`src/hw/rtl/dbf_pkg.sv`:
```
// Shared types, constants and the bond length table for the distance bond finder.
`default_nettype none
package dbf_pkg;

  // Storage and field widths
  localparam int MAX_ATOMS   = 1024;
  localparam int IDX_W       = $clog2(MAX_ATOMS);
  localparam int CNT_W       = IDX_W + 1;
  localparam int MAX_VALENCE = 8;
  localparam int VAL_W       = 4;
  localparam int POS_W       = 24;
  localparam int KIND_W      = 3;
  localparam int NUM_KINDS   = 8;
  localparam int BOX_W       = 23;
  localparam int SCALE_W     = 16;
  localparam int LEN_W       = 10;
  localparam int DR_W        = POS_W + 2;
  localparam int T_W         = LEN_W + SCALE_W;
  localparam int D2_W        = 52;
  localparam int REF_W       = 10;
  localparam int LIM_SHIFT   = 24;
  localparam int LIM_W       = D2_W + 1 - LIM_SHIFT;
  localparam int QDEPTH      = 2;
  localparam int QPTR_W      = $clog2(QDEPTH);
  localparam int QCNT_W      = $clog2(QDEPTH + 1);

  localparam logic [REF_W-1:0] REF_MAX    = {REF_W{1'b1}};
  localparam logic [D2_W:0]    LIM_ROUND  = (D2_W + 1)'((64'd1 << LIM_SHIFT) - 64'd1);
  localparam logic [SCALE_W-1:0] SCALE_RESET = 16'd4915;

  // Result item kinds
  localparam logic ITEM_BOND    = 1'b0;
  localparam logic ITEM_SUMMARY = 1'b1;

  // Register indexes on the configuration port
  localparam logic [2:0] REG_PERIODIC = 3'd0;
  localparam logic [2:0] REG_BOX_X    = 3'd1;
  localparam logic [2:0] REG_BOX_Y    = 3'd2;
  localparam logic [2:0] REG_BOX_Z    = 3'd3;
  localparam logic [2:0] REG_SCALE    = 3'd4;

  // Bond lengths per kind pair, 1/256 angstrom (order ? N C O S H P F)
  localparam logic [LEN_W-1:0] LEN_TABLE [NUM_KINDS][NUM_KINDS] = '{
    '{10'd794, 10'd538, 10'd538, 10'd563, 10'd589, 10'd384, 10'd589, 10'd435},
    '{10'd538, 10'd376, 10'd387, 10'd380, 10'd445, 10'd266, 10'd423, 10'd346},
    '{10'd538, 10'd387, 10'd394, 10'd346, 10'd466, 10'd279, 10'd476, 10'd353},
    '{10'd563, 10'd380, 10'd346, 10'd362, 10'd402, 10'd247, 10'd404, 10'd371},
    '{10'd589, 10'd445, 10'd466, 10'd402, 10'd522, 10'd346, 10'd535, 10'd435},
    '{10'd384, 10'd266, 10'd279, 10'd247, 10'd346, 10'd192, 10'd376, 10'd236},
    '{10'd589, 10'd423, 10'd476, 10'd404, 10'd535, 10'd376, 10'd566, 10'd333},
    '{10'd435, 10'd346, 10'd353, 10'd371, 10'd435, 10'd236, 10'd333, 10'd361}
  };

  typedef struct packed {
    logic               periodic_mode;
    logic [BOX_W-1:0]   box_x;
    logic [BOX_W-1:0]   box_y;
    logic [BOX_W-1:0]   box_z;
    logic [SCALE_W-1:0] bond_scale;
  } cfg_t;

  // One classified atom waiting for the pair sweep
  typedef struct packed {
    logic                    overflow;
    logic [IDX_W-1:0]        idx;
    logic signed [POS_W-1:0] pos_x;
    logic signed [POS_W-1:0] pos_y;
    logic signed [POS_W-1:0] pos_z;
    logic [KIND_W-1:0]       kind;
  } job_t;

  typedef struct packed {
    logic              item_kind;
    logic [IDX_W-1:0]  new_index;
    logic [IDX_W-1:0]  partner_index;
    logic [D2_W-1:0]   dist_squared;
    logic [VAL_W-1:0]  neighbour_count;
    logic [REF_W-1:0]  refused_count;
    logic              overflow;
    logic              last;
  } res_t;

endpackage
`default_nettype wire

```
`src/hw/rtl/dbf_queue.sv`:
```
// Short job queue between the front end and the pair sweep.
`default_nettype none
module dbf_queue import dbf_pkg::*; (
  input  wire logic clk,
  input  wire logic rst,
  input  wire logic push,
  input  wire job_t push_job,
  output logic      full,
  input  wire logic pop,
  output logic      head_valid,
  output job_t      head_job
);

  job_t              entries [QDEPTH];
  logic [QPTR_W-1:0] wr_ptr;
  logic [QPTR_W-1:0] rd_ptr;
  logic [QCNT_W-1:0] count;

  assign full       = (count == QCNT_W'(QDEPTH));
  assign head_valid = (count != '0);
  assign head_job   = entries[rd_ptr];

  // Store pushed jobs
  always_ff @(posedge clk) begin
    if (push) begin
      entries[wr_ptr] <= push_job;
    end
  end

  // Move pointers and count
  always_ff @(posedge clk) begin
    if (rst) begin
      wr_ptr <= '0;
      rd_ptr <= '0;
      count  <= '0;
    end else begin
      if (push) begin
        wr_ptr <= (wr_ptr == QPTR_W'(QDEPTH - 1)) ? '0 : wr_ptr + QPTR_W'(1);
      end
      if (pop) begin
        rd_ptr <= (rd_ptr == QPTR_W'(QDEPTH - 1)) ? '0 : rd_ptr + QPTR_W'(1);
      end
      if (push && !pop) begin
        count <= count + QCNT_W'(1);
      end else if (pop && !push) begin
        count <= count - QCNT_W'(1);
      end
    end
  end

endmodule
`default_nettype wire

```
`config.mk`:
```
export PLATFORM = sky130hd
export DESIGN_NAME = dbf_queue
export DESIGN_NICKNAME = d
export VERILOG_FILES = /design/src/hw/rtl/dbf_pkg.sv /design/src/hw/rtl/dbf_queue.sv
export SDC_FILE = /design/constraint.sdc
export NUM_CORES = 1
export LEC_CHECK = 0
export ABC_AREA = 0
export BUFFER_PORTS_ARGS = -buffer_cell sky130_fd_sc_hd__buf_2
export CORE_UTILIZATION = 57
export CTS_BUF_LIST = sky130_fd_sc_hd__clkbuf_4
export DETAILED_ROUTE_END_ITERATION = 16
export PLACE_DENSITY = 0.86
export SLEW_MARGIN = 20
export SYNTH_ARGS = -nofsm -noshare
export SYNTH_HDL_FRONTEND = slang
export SYNTH_SLANG_ARGS = --single-unit
```
`constraint.sdc`:
```
create_clock -name clk -period 12.78 [get_ports clk]
set_input_delay 0 -clock clk [delete_from_list [all_inputs] [get_ports clk]]
set_output_delay 0 -clock clk [all_outputs]
set_load 0.05 [all_outputs]
```
Yosys cells after proc, flatten, opt, wreduce, memory -nomap -nowiden

Memory sizes are Yosys's and may differ from the RTL's. A register that Yosys moved wholly into a read port is not among the register bits.
Index checks and enable logic that the tools add are counted.

Equal/unequal tests: 1
$add $sub $neg: 4
Mux-type cells: 8
Reductions and logical operators: 6

Operators with widths:

| operator                                         | number |
|---|---|
| 2-to-1 mux 1 bit                                 | 6 |
| 2-to-1 mux 2 bit                                 | 2 |
| nonzero test 2 bit                               | 2 |
| adder 1 bit, second input constant               | 2 |
| adder 2 x 1 -> 2 bit, second input constant      | 1 |
| equality test 2 bit, second input constant       | 1 |
| logical AND 1 bit                                | 2 |
| logical NOT 1 bit                                | 2 |
| subtractor 2 x 1 -> 2 bit, second input constant | 1 |

Output and inout bits: 88
Flip-flop bits (word level): 4
Memories: 1
Bits of input ports: 90
Bits in writable memories: 172

Memories:

| memory  | words | width | read ports | clocked after memory_dff | write ports | RTL line        | RTL |
|---|---|---|---|---|---|---|---|
| entries | 2     | 86    | 1          | 1                        | 1           | dbf_queue.sv:14 | `job_t entries [QDEPTH];` |

Depth between registers and ports, before layout

Gate-level depths: netlist of the first run.

Depth after elaboration: 4
Depth in mapped cells: 5
Depth with buffers taken out: 5

Worst setup path after synthesis of the first run

OpenSTA, ideal clock, no wires.

Path type: flip-flop to flip-flop
Start: register wr_ptr
End: memory entries[0][0] (netlist name), enable pin
Path buffers: 0
Cell stages (with the launch flop): 2
Setup slack: 8099 ps
Setup time: 541 ps
Data arrival time: 4140 ps
Path through: dfxtp_1 > nor2b_1

RTL lines:

| item                     | RTL line        | RTL |
|---|---|---|
| start: declaration       | dbf_queue.sv:15 | `logic [QPTR_W-1:0] wr_ptr;` |
| start signal: assignment | dbf_queue.sv:38 | `wr_ptr <= (wr_ptr == QPTR_W'(QDEPTH - 1)) ? '0 : wr_ptr + QPTR_W'(1);` |
| end: declaration         | dbf_queue.sv:14 |  |

No word-level cell before the write port.

==> impl_metrics.csv, run 1 <==
group,metric,value,unit
outcome,status,"finished, final reports clean",
critical_path,crit_path_start_kind,"flop",
routing,vias,3634,
critical_path,r2r-start,"wr_ptr",
synth,ys_types,19,
critical_path,critPathRequiredTime,12.78,ns
die,rows,38,
synth,syn_inst,290,
routing,postRouteAntennaNets,0,
sta,fin_tns_setup,0,ns
sta,max_slew_margin,0.377,
die,fp.dieW,110,um
sta,skew,0.0186,ns
synth,syn_area,6620,um2
sta,holdWs,0.199,ns
global_routing,track_usage,0.226,
global_routing,grt.overflow.total,0,
finish,layout_commonest_cell,"buf_2",
clock_tree,cts.sinks,177,
sta,slew_viol_final,0,
sta,setup_violations,0,
finish,drive_above_1_share,0.515,
sta,rsz0062_at_grt,"no",
placement,io_buffers,177,
synth,synth_area_leaders,"edfxtp_1 (78%), mux2_4 (9.1%), mux2_2 (7.8%)",
global_routing,grt_max_degree,87,
placement,place_area,7590,um2
synth,synth.top_cell.area_share,0.780,
global_routing,grt_pass1_vias,3907,
clock_tree,max-clock-path-buffers,2,
die,core_area,11100,um2
routing,routed_wl,13.2,mm
critical_path,reg2reg_slack,10.95,ns
clock_tree,cts_buffers,17,
sta,fin_crit_sh,0.206,
sta,clock.fmax,380,MHz
sta,hold_viol,0,
placement,place.gp.congestion,0.697,
die,start_util,0.597,
die,dieArea,12000,um2
routing,drt_iter0_markers,162,
synth,ys_ff_latch,177,
flow_run,drv_cap,0,
finish,nets,661,
critical_path,regToRegEndpoint,"entries[0][47]",
global_routing,antenna_found_initial,1,
clock_tree,clock-root-buffer,"clkbuf_4",
critical_path,crit_fanout,57,
placement,dp_hpwl,7.44,mm
sta,tightest_slew,0.935,ns
clock_tree,clkSlewWorstSetupHoldPaths,0.14,ns
power_and_ir_drop,leakagePower,3.42,nW
routing,via_per_inst,5.03,
die,ios,178,
critical_path,critPathArrivalTime,2.63,ns
synth,syn_area_per_cell,22.8,um2
finish,final_area,8770,um2
synth,synth_warnings,0,
critical_path,crit_end,"head_job[72]",
power_and_ir_drop,ir_drop,0.0000919,V
synth,ys_seq_area_frac,0.796,
synth,syn-num-nets,381,
power_and_ir_drop,power.density,141,nW/um2
clock_tree,htree_levels,4,
clock_tree,clkLatencyLatePin,0.51,ns
routing,route.detailed.drc,0,
finish,layout_common_cells,"buf_2 (177), edfxtp_1 (172), dlygate4sd3_1 (90)",
critical_path,ff2ff_path_depth,2,
routing,routedWlPerCell,18.3,um
clock_tree,cts_tree,"yes",
finish,final_core_util,0.792,
finish,areaGrowthSynthToFinish,32.5,%
global_routing,grt_pass1_wl,19.2,mm
synth,yosys.area.top_type,"edfxtp_1",
hold_path,hold_path_class,"in2reg",
routing,dr.pass1.iters,4,
die,die_y,110,um
critical_path,path_class,"reg2out",
critical_path,end_kind,"output port",
sta,post-route-min-period,2.63,ns
[Yosys cell counts]
master,count
a21oi_1,1
and2_1,1
buf_12,4
buf_2,4
buf_6,1
buf_8,1
dfxtp_1,5
edfxtp_1,172
ha_1,1
inv_1,1
mux2_2,46
mux2_4,40
nor2_1,4
nor2b_1,2
o21ai_0,1
or2_2,1
or3_1,1
xnor2_1,2
xor2_1,2
[cell families (layout without fill, tap and decap cells)]
group,Yosys count,after routing,share of synthesized area
AO/OA/AOI/OAI,2,2,0.00151
XOR/XNOR,4,4,0.00529
adder cells (fa/ha/maj),1,1,0.00189
buffers and inverters,11,303,0.0197
flip-flops,177,177,0.796
multiplexers,86,86,0.169
other,0,1,0
AND/OR/NAND/NOR,9,9,0.00700
[timing repair]
item,4_1_cts,5_1_grt
endpoints found under the hold margin,198,0
hold buffers,90,0
endpoints found under the setup margin,0,0
resized for setup,0,0
setup buffers,0,0
[critical path: stages (launching register included)]
cell and delay (ns):
dfxtp_4 0.64, buf_4 0.80, mux2_2 0.43, buf_2 0.21
[power breakdown]
part	total (mW)	switching (mW)	internal, mW
logic	0.264	0.172	0.0921
clock network	0.282	0.184	0.0978
registers	0.690	0.0139	0.676
[registers in the layout, summed over array words and instances, names as in the netlist, named ones only]
register	count
count	2
entries	172
rd_ptr	1
wr_ptr	1
[area by class of cell]
type                       count  area, um2
sequential                   177       5270
fill                         616       2310
timing repair buffer         271       1840
multi-input combinational    102       1230
tap                          140        175
clock buffer                  18        135
clock inverter                13        115
inverter                       1       3.75
antenna                        1       2.50
[worst min path at each step]
stage / from / endpoint / slack (ns) / depth (start not counted)
final: push_job[17] / entries[0][17] / 0.20 / 2
after global routing: push_job[22] / entries[0][22] / 0.11 / 2
after CTS: push_job[20] / entries[1][20] / 0.14 / 2
after detailed placement: push_job[54] / entries[0][54] / 0.19 / 1
after global placement: push_job[14] / entries[0][14] / 0.19 / 1
after floorplan: rst / count[1] / 0.07 / 1
[metrics by stage]
stage | std cells | power [mW] | worst slack (ns)
finish | 723 | 1.24 | 10.15
global route | 723 | 1.28 | 9.94
CTS | 721 | 1.24 | 10.09
detailed placement | 600 | 0.943 | 10.69
global placement | 600 | 0.936 | 10.73
floorplan | 290 | 0.892 | 8.10
[per-layer routing]
| metal | global-route usage | wire length, um | vias to the layer above |
|---|---|---|---|
| li1 | - | - | 1707 |
| met2 | 0.411 | 7200 | 152 |
| met3 | 0.0794 | 855 | 14 |
| met1 | 0.244 | 5030 | 1761 |
| met5 | 0 | 0 | - |
| met4 | 0.0790 | 163 | 0 |
(Power assumes the default switching activity.)
==> run 2, diff against run 1 <==
CORE_UTILIZATION = 54   (was 57)
PLACE_DENSITY = 0.82   (was 0.86)
clock period = 2.6 ns   (was 12.78 ns; I/O delays follow)
==> run 2 against run 1 <==
Effect of this change:
- sequential share of layout area shrank 0.78 points
- global-route usage shrank 2.2 points
- clock skew grew 0.0081 ns
- die area grew 5.4%
- total power grew to 5.1 times the previous value
- cell area grew 1.3%
- largest power group unchanged
==> impl_metrics.csv, run 2 (synthesized netlist as in run 1, its figures left out) <==
group,metric,value,unit
outcome,status,"finished, final reports clean",
critical_path,crit_fanout,39,
die,ios,178,
global_routing,grt_pass1_vias,3831,
clock_tree,cts_buffers,17,
clock_tree,htree_levels,4,
die,start_util,0.553,
sta,fin_ws,0.452,ns
power_and_ir_drop,power.sequential.fraction,0.535,
die,rows,40,
finish,final_area,8880,um2
power_and_ir_drop,switching_power,1.76,mW
clock_tree,clkSlewWorstSetupHoldPaths,0.14,ns
sta,max_slew_margin,0.680,
placement,io_buffers,177,
power_and_ir_drop,pwr-share-comb,0.207,
routing,vias,3682,
global_routing,track_usage,0.205,
power_and_ir_drop,netSwitchingFraction,0.279,
critical_path,critPathRequiredTime,2.60,ns
placement,place.gp.congestion,0.702,
placement,place_ws,1.03,ns
power_and_ir_drop,power.density,713,nW/um2
die,dieArea,12700,um2
die,die_y,113,um
clock_tree,cts_tree,"yes",
global_routing,grt_max_degree,87,
finish,n_antenna_cell,0,
finish,top_regs,"entries (172), count (2)",
critical_path,critPathArrivalTime,2.15,ns
sta,tightest_slew,0.480,ns
routing,route.detailed.drc,0,
finish,drive_above_1_share,0.517,
critical_path,crit_path_start_kind,"flop",
sta,clock.fmax,465,MHz
finish,layout_commonest_cell,"buf_2",
power_and_ir_drop,p_clk_frac,0.258,
sta,fin_tns_setup,0,ns
power_and_ir_drop,p_total,6.33,mW
finish,largest_register_ffs,172,
critical_path,path_class,"reg2out",
routing,routed_wl,12.7,mm
critical_path,end_kind,"output port",
power_and_ir_drop,p_int,4.57,mW
finish,nets,664,
placement,dp_hpwl,7.30,mm
hold_path,hold_path_class,"in2reg",
sta,post-route-min-period,2.15,ns
flow_run,drv_cap,0,
finish,layout_common_cells,"buf_2 (177), edfxtp_1 (172), dlygate4sd3_1 (91)",
sta,slew_viol_final,0,
routing,postRouteAntennaNets,0,
global_routing,grt.overflow.total,0,
global_routing,grt_pass1_wl,18.9,mm
clock_tree,clkLatencyLatePin,0.56,ns
routing,via_per_inst,5.02,
sta,setup_violations,0,
die,fp.dieW,113,um
sta,fin_crit_sh,0.826,
sta,skew,0.0267,ns
clock_tree,cts.sinks,177,
clock_tree,clock-root-buffer,"clkbuf_4",
finish,areaGrowthSynthToFinish,34.3,%
sta,hold_viol,0,
routing,dr.pass1.iters,4,
die,core_area,12000,um2
sta,rsz0062_at_grt,"no",
clock_tree,max-clock-path-buffers,2,
routing,drt_iter0_markers,161,
critical_path,reg2reg_slack,1.04,ns
finish,top_register,"entries",
power_and_ir_drop,leakagePower,3.48,nW
power_and_ir_drop,ir_drop,0.000467,V
finish,final.fill_count,702,
global_routing,antenna_found_initial,0,
routing,routedWlPerCell,17.3,um
clock_tree,cts_setup_buffers,0,
placement,place_area,7660,um2
## run 2: cell count changes in the layout (fill, tap and decap cells not counted)
cell / previous run / this run
inv_6: 1 / 0
clkinv_4: 5 / 1
bufinv_16: 1 / 4
dlygate4sd3_1: 90 / 91
clkbuf_4: 18 / 20
clkinv_2: 2 / 3
buf_16: 1 / 0
diode_2: 1 / 0
buf_12: 0 / 3
## run 2: area by class of cell
type / count / area (um2) / area share
Timing Repair Buffer: 274 / 1880 / 0.212
Clock buffer: 20 / 150 / 0.0169
Multi-Input combinational cell: 102 / 1230 / 0.139
Sequential cell: 177 / 5270 / 0.593
Inverter: 1 / 3.75 / 0.000422
Clock inverter: 12 / 166 / 0.0187
Tap cell: 147 / 184 / 0.0207
## run 2: per-stage QoR
step,hold WS (ns),std cells,utilization
CTS,0.102,733,0.743
floorplan,0.0691,290,-
detailed placement,0.191,610,0.640
global route,0.111,733,0.743
global placement,0.187,610,0.640
finish,0.161,733,0.743
## run 2: worst paths after layout
kind / end / startpoint / cells after the start
max: head_job[15] / flop / 3
min: entries[1][20] / push_job[20] / 2
max reg2reg: entries[1][4] / wr_ptr / 2
min reg2reg: count[1] / count[1] / 2
## run 2: what timing repair did
action | 4_1_cts | 5_1_grt
resized for setup | 0 | 0
setup endpoints to repair | 0 | 0
endpoints found under the hold margin | 177 | 0
hold buffers | 91 | 0
## run 2: worst max-delay path, cell delays in order, from the launching register on
cell and delay [ns]:
dfxtp_4 0.66, buf_12 0.29, mux2_2 0.39, buf_2 0.22
## run 2: per-layer routing
layer / global-route usage / vias to the layer above / share of wire
met1: 0.225 / 1795 / 0.38
met5: 0 / - / 0
met3: 0.0728 / 17 / 0.074
met2: 0.363 / 158 / 0.53
met4: 0.0818 / 0 / 0.013
li1: - / 1712 / -
## run 2: power groups by stage
stage,sequential [mW],clock (mW),combinational (mW)
after floorplan,3.42,0,0.951
after global placement,3.44,0,1.18
after detailed placement,3.46,0,1.19
after CTS,3.39,1.68,1.30
after global routing,3.40,1.78,1.36
final,3.39,1.64,1.31
