### src/hw/rtl/dbf_pkg.sv
// Shared types, constants and the bond length table for the distance bond finder.
`default_nettype none
package dbf_pkg;

  // Storage and field widths
  localparam int MAX_ATOMS   = 1024;
  localparam int IDX_W       = $clog2(MAX_ATOMS);
  localparam int CNT_W       = IDX_W + 1;
  localparam int MAX_VALENCE = 8;
  localparam int VAL_W       = 4;
  localparam int POS_W       = 24;
  localparam int KIND_W      = 3;
  localparam int NUM_KINDS   = 8;
  localparam int BOX_W       = 23;
  localparam int SCALE_W     = 16;
  localparam int LEN_W       = 10;
  localparam int DR_W        = POS_W + 2;
  localparam int T_W         = LEN_W + SCALE_W;
  localparam int D2_W        = 52;
  localparam int REF_W       = 10;
  localparam int LIM_SHIFT   = 24;
  localparam int LIM_W       = D2_W + 1 - LIM_SHIFT;
  localparam int QDEPTH      = 2;
  localparam int QPTR_W      = $clog2(QDEPTH);
  localparam int QCNT_W      = $clog2(QDEPTH + 1);

  localparam logic [REF_W-1:0] REF_MAX    = {REF_W{1'b1}};
  localparam logic [D2_W:0]    LIM_ROUND  = (D2_W + 1)'((64'd1 << LIM_SHIFT) - 64'd1);
  localparam logic [SCALE_W-1:0] SCALE_RESET = 16'd4915;

  // Result item kinds
  localparam logic ITEM_BOND    = 1'b0;
  localparam logic ITEM_SUMMARY = 1'b1;

  // Register indexes on the configuration port
  localparam logic [2:0] REG_PERIODIC = 3'd0;
  localparam logic [2:0] REG_BOX_X    = 3'd1;
  localparam logic [2:0] REG_BOX_Y    = 3'd2;
  localparam logic [2:0] REG_BOX_Z    = 3'd3;
  localparam logic [2:0] REG_SCALE    = 3'd4;

  // Bond lengths per kind pair, 1/256 angstrom (order ? N C O S H P F)
  localparam logic [LEN_W-1:0] LEN_TABLE [NUM_KINDS][NUM_KINDS] = '{
    '{10'd794, 10'd538, 10'd538, 10'd563, 10'd589, 10'd384, 10'd589, 10'd435},
    '{10'd538, 10'd376, 10'd387, 10'd380, 10'd445, 10'd266, 10'd423, 10'd346},
    '{10'd538, 10'd387, 10'd394, 10'd346, 10'd466, 10'd279, 10'd476, 10'd353},
    '{10'd563, 10'd380, 10'd346, 10'd362, 10'd402, 10'd247, 10'd404, 10'd371},
    '{10'd589, 10'd445, 10'd466, 10'd402, 10'd522, 10'd346, 10'd535, 10'd435},
    '{10'd384, 10'd266, 10'd279, 10'd247, 10'd346, 10'd192, 10'd376, 10'd236},
    '{10'd589, 10'd423, 10'd476, 10'd404, 10'd535, 10'd376, 10'd566, 10'd333},
    '{10'd435, 10'd346, 10'd353, 10'd371, 10'd435, 10'd236, 10'd333, 10'd361}
  };

  typedef struct packed {
    logic               periodic_mode;
    logic [BOX_W-1:0]   box_x;
    logic [BOX_W-1:0]   box_y;
    logic [BOX_W-1:0]   box_z;
    logic [SCALE_W-1:0] bond_scale;
  } cfg_t;

  // One classified atom waiting for the pair sweep
  typedef struct packed {
    logic                    overflow;
    logic [IDX_W-1:0]        idx;
    logic signed [POS_W-1:0] pos_x;
    logic signed [POS_W-1:0] pos_y;
    logic signed [POS_W-1:0] pos_z;
    logic [KIND_W-1:0]       kind;
  } job_t;

  typedef struct packed {
    logic              item_kind;
    logic [IDX_W-1:0]  new_index;
    logic [IDX_W-1:0]  partner_index;
    logic [D2_W-1:0]   dist_squared;
    logic [VAL_W-1:0]  neighbour_count;
    logic [REF_W-1:0]  refused_count;
    logic              overflow;
    logic              last;
  } res_t;

endpackage
`default_nettype wire

### src/hw/rtl/dbf_front.sv
// Front end: accepts atom requests, tracks the atom count and builds pair-sweep jobs.
`default_nettype none
module dbf_front import dbf_pkg::*; (
  input  wire logic                    clk,
  input  wire logic                    rst,
  input  wire logic                    in_valid,
  output logic                         in_ready,
  input  wire logic                    first_atom,
  input  wire logic signed [POS_W-1:0] pos_x,
  input  wire logic signed [POS_W-1:0] pos_y,
  input  wire logic signed [POS_W-1:0] pos_z,
  input  wire logic [KIND_W-1:0]       atom_kind,
  input  wire logic                    q_full,
  output logic                         q_push,
  output job_t                         q_job
);

  logic [CNT_W-1:0] atom_count;
  logic [CNT_W-1:0] base;
  logic             ovf;

  assign in_ready = !q_full;
  assign q_push   = in_valid && in_ready;

  // Pick the index of this atom; a start flag restarts the set
  always_comb begin
    base = first_atom ? '0 : atom_count;
    ovf  = (base >= CNT_W'(MAX_ATOMS));
    q_job.overflow = ovf;
    q_job.idx      = base[IDX_W-1:0];
    q_job.pos_x    = pos_x;
    q_job.pos_y    = pos_y;
    q_job.pos_z    = pos_z;
    q_job.kind     = atom_kind;
  end

  // Advance the count unless the store is full
  always_ff @(posedge clk) begin
    if (rst) begin
      atom_count <= '0;
    end else if (q_push) begin
      atom_count <= ovf ? base : base + CNT_W'(1);
    end
  end

endmodule
`default_nettype wire

### config.mk
export PLATFORM = sky130hd
export DESIGN_NAME = dbf_front
export DESIGN_NICKNAME = d
export VERILOG_FILES = /design/src/hw/rtl/dbf_pkg.sv /design/src/hw/rtl/dbf_front.sv
export SDC_FILE = /design/constraint.sdc
export NUM_CORES = 1
export LEC_CHECK = 0
export BUFFER_PORTS_ARGS = -buffer_cell sky130_fd_sc_hd__buf_2
export CORE_MARGIN = 5
export CORE_UTILIZATION = 32
export DETAILED_ROUTE_END_ITERATION = 16
export PLACE_DENSITY = 0.82
export SETUP_SLACK_MARGIN = 0.4
export SLEW_MARGIN = 15
export SYNTH_ARGS = -nofsm -noshare
export SYNTH_HDL_FRONTEND = slang
export SYNTH_SLANG_ARGS = --single-unit
export TNS_END_PERCENT = 100
### constraint.sdc
create_clock -name clk -period 2.3 [get_ports clk]
set_clock_uncertainty 0.05 [all_clocks]
set_input_delay 0.575 -clock clk [delete_from_list [all_inputs] [get_ports clk]]
set_output_delay 0.575 -clock clk [all_outputs]
set_load 0.01 [all_outputs]
# Word level (Yosys, flattened, before mapping)
# Cells that the tools add are included.
[totals]
reg_bits = 11
inputBits = 80
out_inout_bits = 88
elab_cells = 7
[classes]
addsub = 1
magnitude_cmp = 1
n_mux = 2
reduce_logical = 2
[ops]
columns = ["operator", "n"]
rows = [
  ["$mux W11", 2],
  ["$add A11 B1 Y11 const B", 1],
  ["$ge A11 B11 Y1 const B", 1],
  ["$logic_and A1 B1 Y1", 1],
  ["$logic_not A1 Y1", 1],
]

# Longest topological paths before layout
# Gate-level depths: netlist (run 1).
[depth]
depth_word = 3
depth_mapped = 8

# Worst setup path after synthesis (run 1)
# Ideal clock, no wire load.
[synth_timing]
path_kind = "input to register"
startpoint = "input first_atom"
endpoint = "register atom_count[8]"
t_arrival_ns = 1.962
path_slack_ns = 0.164
stages = 7
path_buffers = 1
path_cell_list = "clkbuf_1 -> nor2b_1 -> ha_1 -> nand4b_1 -> nor3_2 -> nand4_1 -> mux2_1"
[synth_lines]
columns = ["item", "line", "source"]
rows = [
  ["from (decl)", "dbf_front.sv:8", "input wire logic first_atom,"],
  ["to (signal assigned)", "dbf_front.sv:42", "atom_count <= ovf ? base : base + CNT_W'(1);"],
  ["to (decl)", "dbf_front.sv:18", "logic [CNT_W-1:0] atom_count;"],
]

==> run summary, run 1 <==
Outcome: completed
Shortest clock period the worst path allows after layout: 1.88 ns
Clock-pin slew on the worst setup and hold paths: 0.05 ns
Count of vias placed by the detailed router: 785
Final setup violating endpoints: 0
Clock tree from TritonCTS: done
Number of H-tree levels: 1
Detailed placement HPWL: 1900 um
Netlist area before placement: 0.00126 mm^2
Worst path arrival time: 1.25 ns
Area of the core region: 0.00374 mm^2
Worst hold slack after final layout: 0.442 ns
Period utilization: 81.5%
Sequential share of the synthesized area: 17.5%
Final-layout setup total negative slack: 0 ns
Startpoint of the lowest-slack register-to-register path: atom_count[0]$_SDFFE_PP0P_
Worst reg-to-reg setup slack: 0.57 ns
Leftover overflow at the end of global routing: 0
Total iterations of the first detailed-routing run: 4
Synthesized instance count: 167
Worst-Margin Slew: 0.240 ns
End of the worst register-to-register path: atom_count[8]$_SDFFE_PP0P_
Final hold violation count: 0
Number of placement rows: 22
Number of setup buffers added after CTS: 0
Root buf cell: clkbuf_8
Antenna Cells: 0
Width of the die: 72.8 um
Antenna violation net count after detailed routing: 0
Avg Vias per Cell: 5.00
Maximum achievable frequency: 0.533 GHz
Clk Latency, worst-skew pair: 0.24 ns
Worst Hold Path Cells: 2
Deepest clock path buffer count: 2
Remaining design rule violation count: 0
RSZ-0062 raised after global routing: false
Fill cell count: 426
DRC marker count from the first detailed-route iteration: 89
Wire per inst: 15.1 um
Count of pins over their slew limit: 0
Layout cell share with drive strength beyond 1: 24.8%
Count of boundary I/O pins: 168
Mean Syn Cell Area: 7.55 um^2
TritonCTS buffer count: 3
Min-Delay Startpoint: atom_count[9]$_SDFFE_PP0P_
Cell taking the most area after synthesis: buf_4
Largest net degree at the start of global routing: 15
Vias in the first global route: 700
Overall routing resource usage: 9.08%
Effective utilization at floorplan: 33.7%
Clock Sinks: 11
Total of warnings raised by yosys: 0
Crit path capture type: output pin
Number of flip-flops under the largest register name: 11
Standby leakage power: 0.000370 uW
Top cell type's share of synthesized area: 45.8%
Antenna violations before repair: 0
Number of distinct library cells after synthesis: 31
Top cells by area in the synthesized netlist: buf_4 (46%), dfxtp_1 (17%), nor2b_1 (5.0%)
Wire length reported by the detailed router: 2370 um
Routability cong.: 0.786
Launching element type of the critical path: primary input
Synthesis-to-layout area growth: -28.6%
Start-to-end type of the worst setup path: in2out
Rel. slew slack: 83.8%
Wire length of the first global-routing pass: 3630 um
Post-layout nets: 192
Crit path max fanout: 14
Power per standard cell area: 483 mW/mm^2
Crit path required time: 1.67 ns
Worst hold-check path type: reg2reg
Vertical die dimension: 72.8 um
Max-cap violations: 0
Maximum vdd ir drop: 0.154 mV
Quantity of I/O buffers inserted on ports: 17
Largest registers: atom_count x11
Die Footprint: 0.00530 mm^2
Number of cells on the worst reg-to-reg path: 6
Register bank with the most flops: atom_count
Leading cell types in the layout, fill and taps excluded: buf_2 (16), dfxtp_1 (11), a21oi_1 (9)
Flops & latches, synth: 11
Commonest non-fill, non-tap cell in the layout: buf_2
Post-Synthesis Net Count: 249
Hold Path End: atom_count[9]$_SDFFE_PP0P_
[synthesized netlist by cell type, drive strengths merged]
| master | instances |
|---|---|
| a21oi | 9 |
| nand2b | 3 |
| a31oi | 2 |
| a211oi | 1 |
| ha | 2 |
| inv | 4 |
| clkinv | 1 |
| buf | 77 |
| nor4b | 1 |
| clkbuf | 4 |
| nand4 | 4 |
| nand4b | 1 |
| nand2 | 6 |
| nand3 | 1 |
| or4 | 1 |
| mux2i | 2 |
| dfxtp | 11 |
| o2bb2ai | 1 |
| and2b | 1 |
| and3 | 1 |
| a311oi | 1 |
| o21ai | 7 |
| and4 | 1 |
| mux2 | 1 |
| nor2b | 10 |
| and4b | 1 |
| nor3 | 4 |
| nor2 | 8 |
| o211ai | 1 |
[power breakdown]
part / internal, uW / total [uW] / switching, uW / leakage, uW
sequential: 194 / 197 / 3.27 / 0.0000890
combinational: 17.9 / 44.7 / 26.8 / 0.000258
clock: 122 / 194 / 71.9 / 0.0000228
[what timing repair did]
action                                  CTS  global route
resized for setup                         3             0
endpoints found under the setup margin    2             0
hold buffers                              0             0
[through the flow]
step / area [um^2] / std cells / total power (uW) / util, % / setup WS [ns]
2_1_floorplan: 1300 / 167 / 366 / - / 0.311
3_3_place_gp: 846 / 153 / 243 / 22.6 / 0.241
3_5_place_dp: 846 / 153 / 244 / 22.6 / 0.184
4_1_cts: 901 / 157 / 441 / 24.1 / 0.428
5_1_grt: 901 / 157 / 463 / 24.1 / 0.402
6_report: 901 / 157 / 435 / 24.1 / 0.425
[final cells by class]
| class | instances | area (um^2) | area share (%) |
|---|---|---|---|
| Inverter | 5 | 18.8 | 2.08 |
| Multi-Input combinational cell | 70 | 447 | 49.6 |
| Tap cell | 48 | 60.1 | 6.67 |
| Sequential cell | 11 | 220 | 24.4 |
| Timing Repair Buffer | 19 | 110 | 12.2 |
| Clock buffer | 4 | 45.0 | 5.00 |
[kinds of logic (layout without fill, tap and decap cells)]
| family | count (synthesis) | count (layout) | share of synthesized area (%) |
|---|---|---|---|
| DFF | 11 | 11 | 17.5 |
| muxes | 3 | 3 | 2.48 |
| and+or+nand+nor | 43 | 43 | 19.6 |
| AOI/OAI and AO/OA | 22 | 22 | 9.92 |
| adders and majority gates | 2 | 2 | 1.98 |
| buffers and inverters | 86 | 28 | 48.5 |
[critical path, cell delays in order]
cell	delay [ns]
buf_6	0.14
buf_6	0.16
and2b_2	0.24
buf_2	0.14
[worst max path at each step]
stage	startpoint	slack, ns	endpoint	cells after the start
2_1_floorplan	first_atom	0.31	atom_count[8]$_SDFFE_PP0P_	7
5_1_grt	first_atom	0.40	q_job[78]	4
3_3_place_gp	first_atom	0.24	atom_count[8]$_SDFFE_PP0P_	7
4_1_cts	first_atom	0.43	q_job[78]	4
3_5_place_dp	first_atom	0.18	atom_count[8]$_SDFFE_PP0P_	7
6_report	first_atom	0.42	q_job[78]	4
[layer usage]
metal / part of all wire, % / up-vias / wire (um) / track usage, %
met5: 0 / - / 0 / 0
li1: - / 358 / - / -
met3: 14 / 26 / 339 / 5.23
met2: 46 / 46 / 1100 / 13.1
met4: 6.1 / 0 / 144 / 9.63
met1: 33 / 355 / 788 / 8.56
No activity file was read; power rests on OpenSTA's default activity.
==> run 2: changes to the inputs <==
Clock period 2.3 ns to 1.95 ns, I/O delays scaled along.
==> run summary, run 2 (synthesis results as in run 1) <==
Outcome: completed
Routability cong.: 0.855 (+8.9%)
Clock Sinks: 11 (unchanged)
Count of boundary I/O pins: 168 (unchanged)
Critical-path cell list: buf_12 > buf_6 > and2b_2 > buf_6
Rel. slew slack: 79.2% (-4.6 points)
Leftover overflow at the end of global routing: 0 (unchanged)
Crit path capture type: output pin
Launching element type of the critical path: primary input
Final hold violation count: 0 (unchanged)
Detailed placement HPWL: 1850 um (-2.5%)
Quantity of I/O buffers inserted on ports: 17 (unchanged)
Antenna violation net count after detailed routing: 0 (unchanged)
Worst path arrival time: 1.08 ns (-0.17 ns)
Count of pins over their slew limit: 0 (unchanged)
Clock tree from TritonCTS: done
Shortest clock period the worst path allows after layout: 1.62 ns
Count of vias placed by the detailed router: 856 (+9.0%)
Cell with the most instances on the worst path: buf_6
Vias in the first global route: 853 (+22%)
TritonCTS buffer count: 3 (unchanged)
Fill cell count: 402 (-5.6%)
Wire length reported by the detailed router: 2720 um (+15%)
RSZ-0062 raised after global routing: true
Most congested layer reported by global routing: met2
Register bank with the most flops: atom_count
Max-cap violations: 0 (unchanged)
Slowest Stage Delay on Critical Path: 0.24 ns (about the same)
Wire length of the first global-routing pass: 4190 um (+15%)
Worst-Margin Slew: 0.311 ns (+0.0714 ns)
Remaining design rule violation count: 0 (unchanged)
Crit path required time: 1.41 ns (-0.26 ns)
Power per standard cell area: 475 mW/mm^2 (-1.6%)
DRC marker count from the first detailed-route iteration: 61 (-31%)
Maximum achievable frequency: 0.619 GHz
Clk Latency, worst-skew pair: 0.24 ns (about the same)
Met1 usage: 10.5% (+1.9 points)
Deepest clock path buffer count: 2 (unchanged)
Die Footprint: 0.00530 mm^2 (unchanged)
Final worst setup slack: 0.335 ns (-0.0901 ns)
Antenna Cells: 0 (unchanged)
Post-Route Utilization: 31.1% (+7.0 points)
Antenna violations before repair: 0 (unchanged)
Maximum vdd ir drop: 0.177 mV (+15%)
Vertical die dimension: 72.8 um (unchanged)
Total iterations of the first detailed-routing run: 4 (unchanged)
Number of flip-flops under the largest register name: 11 (unchanged)
Worst hold-check path type: reg2reg
Final-layout setup total negative slack: 0 ns (unchanged)
Largest registers: atom_count x11
Pre-CTS setup slack: 0.0314 ns (-0.152 ns)
Leading cell types in the layout, fill and taps excluded: buf_4 (19), buf_2 (10), a21oi_1 (9)
CTS hold repair buffers: 0 (unchanged)
Largest net degree at the start of global routing: 14 (-1)
Commonest non-fill, non-tap cell in the layout: buf_4
Final std cell area, no fill: 0.00116 mm^2 (+29%)
Crit path max fanout: 7 (-7)
Number of H-tree levels: 1 (unchanged)
Overall routing resource usage: 10.5% (+1.4 points)
Synthesis-to-layout area growth: -7.74%
Area of the core region: 0.00374 mm^2 (unchanged)
Post-layout nets: 210 (+9.4%)
Worst path slowest cell: and2b_2
Width of the die: 72.8 um (unchanged)
Standby leakage power: 0.000485 uW (+31%)
Wire per inst: 15.6 um (+3.2%)
Root buf cell: clkbuf_8
Period utilization: 82.8%
Clock-pin slew on the worst setup and hold paths: 0.05 ns (about the same)
Final setup violating endpoints: 0 (unchanged)
Avg Vias per Cell: 4.89 (-2.2%)
DP Area: 893 um^2 (+5.6%)
Start-to-end type of the worst setup path: in2out
Met2 usage: 14.9% (+1.8 points)
Effective utilization at floorplan: 33.7% (unchanged)
Number of placement rows: 22 (unchanged)
Global-route met3 utilization: 5.79% (+0.55 points)
Layout cell share with drive strength beyond 1: 45.7% (+21 points)
-- run 2: final cells by class --
| class | count | area (um^2) | area share, % |
|---|---|---|---|
| clock buffer | 4 | 45.0 | 3.87 |
| inverter | 5 | 22.5 | 1.94 |
| multi-input combinational | 70 | 512 | 44.0 |
| sequential | 11 | 224 | 19.2 |
| tap | 48 | 60.1 | 5.16 |
| timing repair buffer | 37 | 300 | 25.8 |
-- run 2: worst paths after layout --
| kind | startpoint | end | slack [ns] | cells after the start |
|---|---|---|---|---|
| setup / recovery | first_atom | q_job[78] | 0.33 | 4 |
| hold reg to reg | atom_count[9]$_SDFFE_PP0P_ | atom_count[9]$_SDFFE_PP0P_ | 0.44 | 2 |
| hold / removal | atom_count[9]$_SDFFE_PP0P_ | atom_count[9]$_SDFFE_PP0P_ | 0.44 | 2 |
| setup reg to reg | atom_count[1]$_SDFFE_PP0P_ | atom_count[8]$_SDFFE_PP0P_ | 0.36 | 6 |
-- run 2: timing repair --
item                       CTS  global route
resized for setup           20            12
setup endpoints to repair   14            15
setup buffers                7             5
pin swaps                    2             1
-- run 2: through the flow --
stage | total power [uW] | cells | hold WS, ns
after global placement | 293 | 159 | 0.424
final | 553 | 175 | 0.444
after CTS | 544 | 170 | 0.433
after detailed placement | 295 | 159 | 0.424
after floorplan | 432 | 167 | 0.404
after global routing | 572 | 175 | 0.469
-- run 2: power by group --
part | switching [uW] | leakage, uW | total, uW | internal, uW
combinational | 42.9 | 0.000372 | 87.3 | 44.4
sequential | 4.24 | 0.0000903 | 233 | 229
clock | 89.1 | 0.0000228 | 233 | 144
total | 136 | 0.000485 | 553 | 417
-- run 2: metal layers --
layer,vias up,wire length [um],part of all wire (%)
met5,-,0,0
met4,0,153,5.6
met3,30,304,11
met2,35,1230,45
met1,393,1030,38
li1,398,-,-
-- run 2: worst max-delay path: cells and delay by family --
family        cells  cell delay (ns)
buf+inv           3             0.35
simple gates      1             0.24
